<file path="src/rtl/core/pidfd_pkg.sv">
// Package for the filtered-derivative PID controller.
// Word types, sequencer states, register indexes, widths and saturation helper.
// No dependencies.
package pidfd_pkg;

    localparam int FRAC_BITS = 16;
    localparam int DATA_W    = 32;
    localparam int CFG_IDX_W = 4;
    localparam int MUL_W     = 34;
    localparam int PROD_W    = 2 * MUL_W;
    localparam int SUM_W     = PROD_W + 2;

    localparam logic [CFG_IDX_W-1:0] CFG_KP            = 4'd0;
    localparam logic [CFG_IDX_W-1:0] CFG_KI            = 4'd1;
    localparam logic [CFG_IDX_W-1:0] CFG_KD            = 4'd2;
    localparam logic [CFG_IDX_W-1:0] CFG_HALF_STEP     = 4'd3;
    localparam logic [CFG_IDX_W-1:0] CFG_FILTER_ALPHA  = 4'd4;
    localparam logic [CFG_IDX_W-1:0] CFG_OUT_LIMIT     = 4'd5;
    localparam logic [CFG_IDX_W-1:0] CFG_INTEGRAL_LOW  = 4'd6;
    localparam logic [CFG_IDX_W-1:0] CFG_INTEGRAL_HIGH = 4'd7;

    localparam logic signed [SUM_W-1:0] ONE_Q   = SUM_W'(1) << FRAC_BITS;
    localparam logic signed [SUM_W-1:0] MAX_S32 = SUM_W'(64'sd2147483647);
    localparam logic signed [SUM_W-1:0] MIN_S32 = SUM_W'(-64'sd2147483648);

    typedef struct packed {
        logic signed [DATA_W-1:0] target;
        logic signed [DATA_W-1:0] measured;
        logic                     restart;
    } in_word_t;

    typedef struct packed {
        logic signed [DATA_W-1:0] drive;
        logic                     drive_clamped;
        logic                     integral_clamped;
    } out_word_t;

    typedef enum logic [3:0] {
        SEQ_IDLE,
        SEQ_M1,
        SEQ_M2,
        SEQ_M3,
        SEQ_M4,
        SEQ_M5,
        SEQ_M6,
        SEQ_M7,
        SEQ_FIN
    } seq_state_t;

    function automatic logic signed [DATA_W-1:0] sat32(input logic signed [SUM_W-1:0] x);
        logic signed [DATA_W-1:0] r;
        if (x > MAX_S32) begin
            r = MAX_S32[DATA_W-1:0];
        end else if (x < MIN_S32) begin
            r = MIN_S32[DATA_W-1:0];
        end else begin
            r = x[DATA_W-1:0];
        end
        return r;
    endfunction

endpackage

</file>
<file path="src/rtl/core/pidfd_mul.sv">
// Shared signed multiplier with registered product.
// Depends on pidfd_pkg for operand and product widths.
module pidfd_mul (
    input  logic                                 aclk,
    input  logic                                 en,
    input  logic signed [pidfd_pkg::MUL_W-1:0]   a,
    input  logic signed [pidfd_pkg::MUL_W-1:0]   b,
    output logic signed [pidfd_pkg::PROD_W-1:0]  p
);
    import pidfd_pkg::*;

    logic signed [PROD_W-1:0] p_reg;

    always_ff @(posedge aclk) begin
        if (en) begin
            p_reg <= a * b;
        end
    end

    assign p = p_reg;

endmodule

</file>
<file path="config.mk">
export PLATFORM = sky130hd
export DESIGN_NAME = pidfd_mul
export DESIGN_NICKNAME = d
export VERILOG_FILES = /design/src/rtl/core/pidfd_pkg.sv /design/src/rtl/core/pidfd_mul.sv
export SDC_FILE = /design/constraint.sdc
export NUM_CORES = 2
export LEC_CHECK = 0
export BUFFER_PORTS_ARGS = -buffer_cell sky130_fd_sc_hd__buf_4
export CAP_MARGIN = 10
export CORE_UTILIZATION = 60
export CTS_CLUSTER_SIZE = 30
export DETAILED_ROUTE_END_ITERATION = 10
export PLACE_DENSITY_LB_ADDON = 0.25
export SLEW_MARGIN = 20
export SYNTH_ARGS = -nofsm -noshare
export SYNTH_HDL_FRONTEND = slang
export SYNTH_SLANG_ARGS = --single-unit
</file>
<file path="constraint.sdc">
create_clock -name aclk -period 8.7 [get_ports aclk]
set_clock_uncertainty 0.15 [all_clocks]
set_input_delay 0.87 -clock aclk [delete_from_list [all_inputs] [get_ports aclk]]
set_output_delay 0.87 -clock aclk [all_outputs]
set_load 0.1 [all_outputs]
</file>
* After elaboration in Yosys (flattened, before gate mapping)
Cells that the tools add are included.
** Storage, ports and cells
- Output and inout port bits :: 68
- Register bits after elaboration :: 68
- Input port bits :: 70
** Cells by class
- $mul :: 1
** Operators with widths (number)
- 34-bit by 34-bit multiplier with 68-bit output :: 1

* Longest topological paths before layout
- Word-level depth :: 1
- Mapped depth :: 31
- Depth with buffers taken out :: 29

* Least setup slack after synthesis
Ideal clock, no wire load.
- Path type :: in2reg
- From :: in a[33] (netlist bit)
- To :: reg p_reg[65], in the netlist p[65], data pin
- Library setup time :: 263 ps
- Stages on the path :: 24
- Setup slack :: 55 ps
- Data arrival time :: 8232 ps
- Path through :: clkbuf_1 nand2_1 inv_1 fa_1 fa_1 fa_1 fa_1 inv_1 fa_1 fa_1 fa_1 fa_1 inv_1 ha_1 clkdlybuf4s50_2 nand3_1 or2_2 nor2_1 a221oi_1 o21ai_0 a31oi_2 nor2_2 o41ai_2 xnor2_1
** On the way
- Word-level cells in the longest chain between the ends :: 1
** Ends and longest elaborated chain
- start: declaration :: line pidfd_mul.sv:6 : input logic signed [pidfd_pkg::MUL_W-1:0] a,
- 34-bit by 34-bit multiplier with 68-bit output :: line pidfd_mul.sv:16 : p_reg <= a * b;
- end signal: assignment :: line pidfd_mul.sv:16
- end: declaration :: line pidfd_mul.sv:12 : logic signed [PROD_W-1:0] p_reg;
No other way between the ends.
A chain may end at the register's enable or synchronous reset.

* Worst setup path in the final report
- From :: in b[11] (netlist bit)
- To :: reg p_reg[66], in the netlist p[66], data pin
** On the way
- Word-level cells in the longest chain between the ends :: 1
** Ends and longest elaborated chain
- start: declaration :: line pidfd_mul.sv:7 : input logic signed [pidfd_pkg::MUL_W-1:0] b,
- 34-bit by 34-bit multiplier with 68-bit output :: line pidfd_mul.sv:16
No other way between the ends.

==> impl_metrics.json <==
{
  "status": "finished clean",
  "hpwl_mm": 97.1,
  "synth_edf_count": 68,
  "first_pass_iters": 5,
  "grt_pass1_wl_mm": 184,
  "met1_usage_pct": 40.0,
  "synth_adder_area_share_pct": 62.7,
  "cts_setup_buffers": 0,
  "ios": 138,
  "clk_pin_slew_worst_paths_ps": 70,
  "area_delta_synth_final_pct": 5.68,
  "setup_slack_ps": 312,
  "fmax_mhz": 119,
  "grt_overflow": 0,
  "worst_pin_slew_ps": 960,
  "synthDistinctLibCells": 69,
  "busiest_layer": "met2",
  "ys_warn_count": 0,
  "yosys.area_share.simple_pct": 15.1,
  "cts_buffers": 9,
  "fin_nets": 6099,
  "synth_xor_area_share_pct": 1.58,
  "path_class": "in2reg",
  "post-place-ws_ps": -6.85,
  "gp_congestion": 0.949,
  "holdWs_ps": 936,
  "portBuffers": 137,
  "rsz0062_at_grt": "false",
  "period_needed_ps": 8390,
  "synth_top_area_share_pct": 56.8,
  "use_met2_pct": 56.4,
  "start_kind": "input port",
  "period_share_pct": 96.4,
  "crit_fanout": 28,
  "maxCapViolCount": 0,
  "cts_max_path_buffers": 2,
  "worstPathRequired_ps": 8660,
  "cts_root_buf": "clkbuf_16",
  "finalHoldViolCount": 0,
  "cts_tree": "built",
  "grt_util_all_layers_pct": 32.9,
  "die_area_sq_mm": 0.0739,
  "stdcell_area_sq_mm": 0.0462,
  "drt_iter0_drc": 1863,
  "dpl_cell_area_sq_mm": 0.0459,
  "viasPerCell": 5.49,
  "yosysTopAreaCell": "fa_1",
  "muxShareOfSynthArea_pct": 0,
  "initial_core_util_pct": 60.9,
  "maxSlewViolCount": 0,
  "fp.dieW_microns": 272,
  "largest_register_ffs": 68,
  "grt_max_degree": 69,
  "crit_path_end_kind": "flip-flop",
  "synth_top_family_by_area": "adder cells",
  "maxSlewHeadroom_pct": 35.9,
  "synth_nets": 6069,
  "wl_per_cell_microns": 20.7,
  "core_sq_mm": 0.0717,
  "cts_sinks": 68,
  "ys_ff_latch": 68,
  "holdBufCountCts": 0,
  "drc": 0,
  "synth_cells": 4554,
  "synth_area_sq_mm": 0.0437,
  "synth_compound_area_share_pct": 3.29,
  "yosysSeqAreaShare_pct": 4.67,
  "synth_area_per_cell_sq_um": 9.60,
  "postCtsResizedCells": 0,
  "min_path_type": "in2reg",
  "grt_pass1_vias": 33700,
  "drive_gt1_share_pct": 6.41,
  "num_rows": 98,
  "synth_area_leaders": "fa_1 57%, inv_1 11%, and2_1 8.9%",
  "vias": 30400,
  "grt_antenna_before_repair": 6,
  "h-tree-depth": 3,
  "setup_viol": 0,
  "drt_wl_total_mm": 115,
  "worstPathArrival_ps": 8350,
  "ys_async_sr_fraction_pct": 0,
  "synth_top_flop_cell": "edfxtp_1",
  "use_met3_pct": 3.09,
  "die_height_microns": 272,
  "antenna_left": 0
}
## worst max-delay path: stages
cell,delay (ps)
buf_4,370
nand2_1,160
fa_1,550
inv_1,50
fa_1,560
inv_1,70
fa_1,530
inv_1,50
fa_1,480
fa_1,700
fa_1,480
fa_1,490
inv_1,50
fa_1,470
inv_1,40
ha_1,280
a21o_1,180
a21o_1,160
a21oi_1,200
o21ai_0,140
a221oi_1,370
o41ai_1,140
buf_4,160
a31oi_4,230
o31ai_4,150
a221oi_2,280
xnor2_1,90
## metrics by stage
stage                     TNS, ps  instances  util, %
after floorplan                 0       4554        -
after global placement          0       5523     64.0
after detailed placement    -6.85       5523     64.0
after CTS                       0       5539     64.4
after global routing            0       5543     64.4
final                           0       5543     64.4
## synthesized netlist by cell type (4+ instances only)
cell type	n
fa_1	1241
inv_1	1231
and2_1	621
nand2_1	542
clkbuf_1	214
ha_1	204
edfxtp_1	68
a21oi_1	61
xnor2_1	56
nor2_1	54
a21o_1	37
o21ai_0	31
xor2_1	23
nand2b_1	20
o21bai_1	12
nand3_1	11
nand4_1	11
nor2b_1	9
a31oi_1	7
o21ai_1	7
a211oi_1	6
and3_1	5
nor3_1	5
buf_4	4
o21a_1	4
or2_2	4
## kinds of logic (layout without fill, tap and decap cells)
| family | count (synthesis) | count (layout) |
|---|---|---|
| other | 0 | 4 |
| and+or+nand+nor | 1296 | 1296 |
| xor gates and xnor gates | 79 | 79 |
| buffers and inverters | 1460 | 1495 |
| adders and majority gates | 1445 | 1445 |
| AOI/OAI and AO/OA | 206 | 206 |
| DFF | 68 | 68 |
## per-layer routing
metal / wire (microns) / vias to the layer above
met1: 41600 / 16000
met5: 8 / -
met3: 6050 / 385
li1: - / 12900
met2: 58600 / 1178
met4: 8740 / 2
## final cells by class
type,instances,area (sq um)
Multi-Input combinational cell,3026,36100
Clock buffer,9,225
Clock inverter,7,43.8
Fill cell,5940,25500
Antenna cell,4,10.0
Inverter,1232,4620
Tap cell,950,1190
Timing Repair Buffer,247,1920
Sequential cell,68,2040
## cell usage in the layout (no fill, tap or decap), types with 7 or more instances in the layout
cell	count
o21ai_0	31
fa_1	1241
o21ai_1	7
a21oi_1	61
nor2b_1	9
nor2_1	54
nand2_1	542
nand2b_1	20
nand3_1	11
o21bai_1	12
nand4_1	11
edfxtp_1	68
and2_1	621
inv_1	1231
ha_1	204
xnor2_1	56
buf_4	242
xor2_1	23
a21o_1	37
a31oi_1	7
clkbuf_16	9
## path summary, 6_finish.rpt
kind | from | to | slack [ps] | cells past startpoint
min | b[0] | p[0] | 940 | 2
max | b[11] | p[66] | 310 | 27
Power is left out: the tool's default activity adds up to more than one toggle a clock period on the data nets, which glitch-free logic cannot reach.
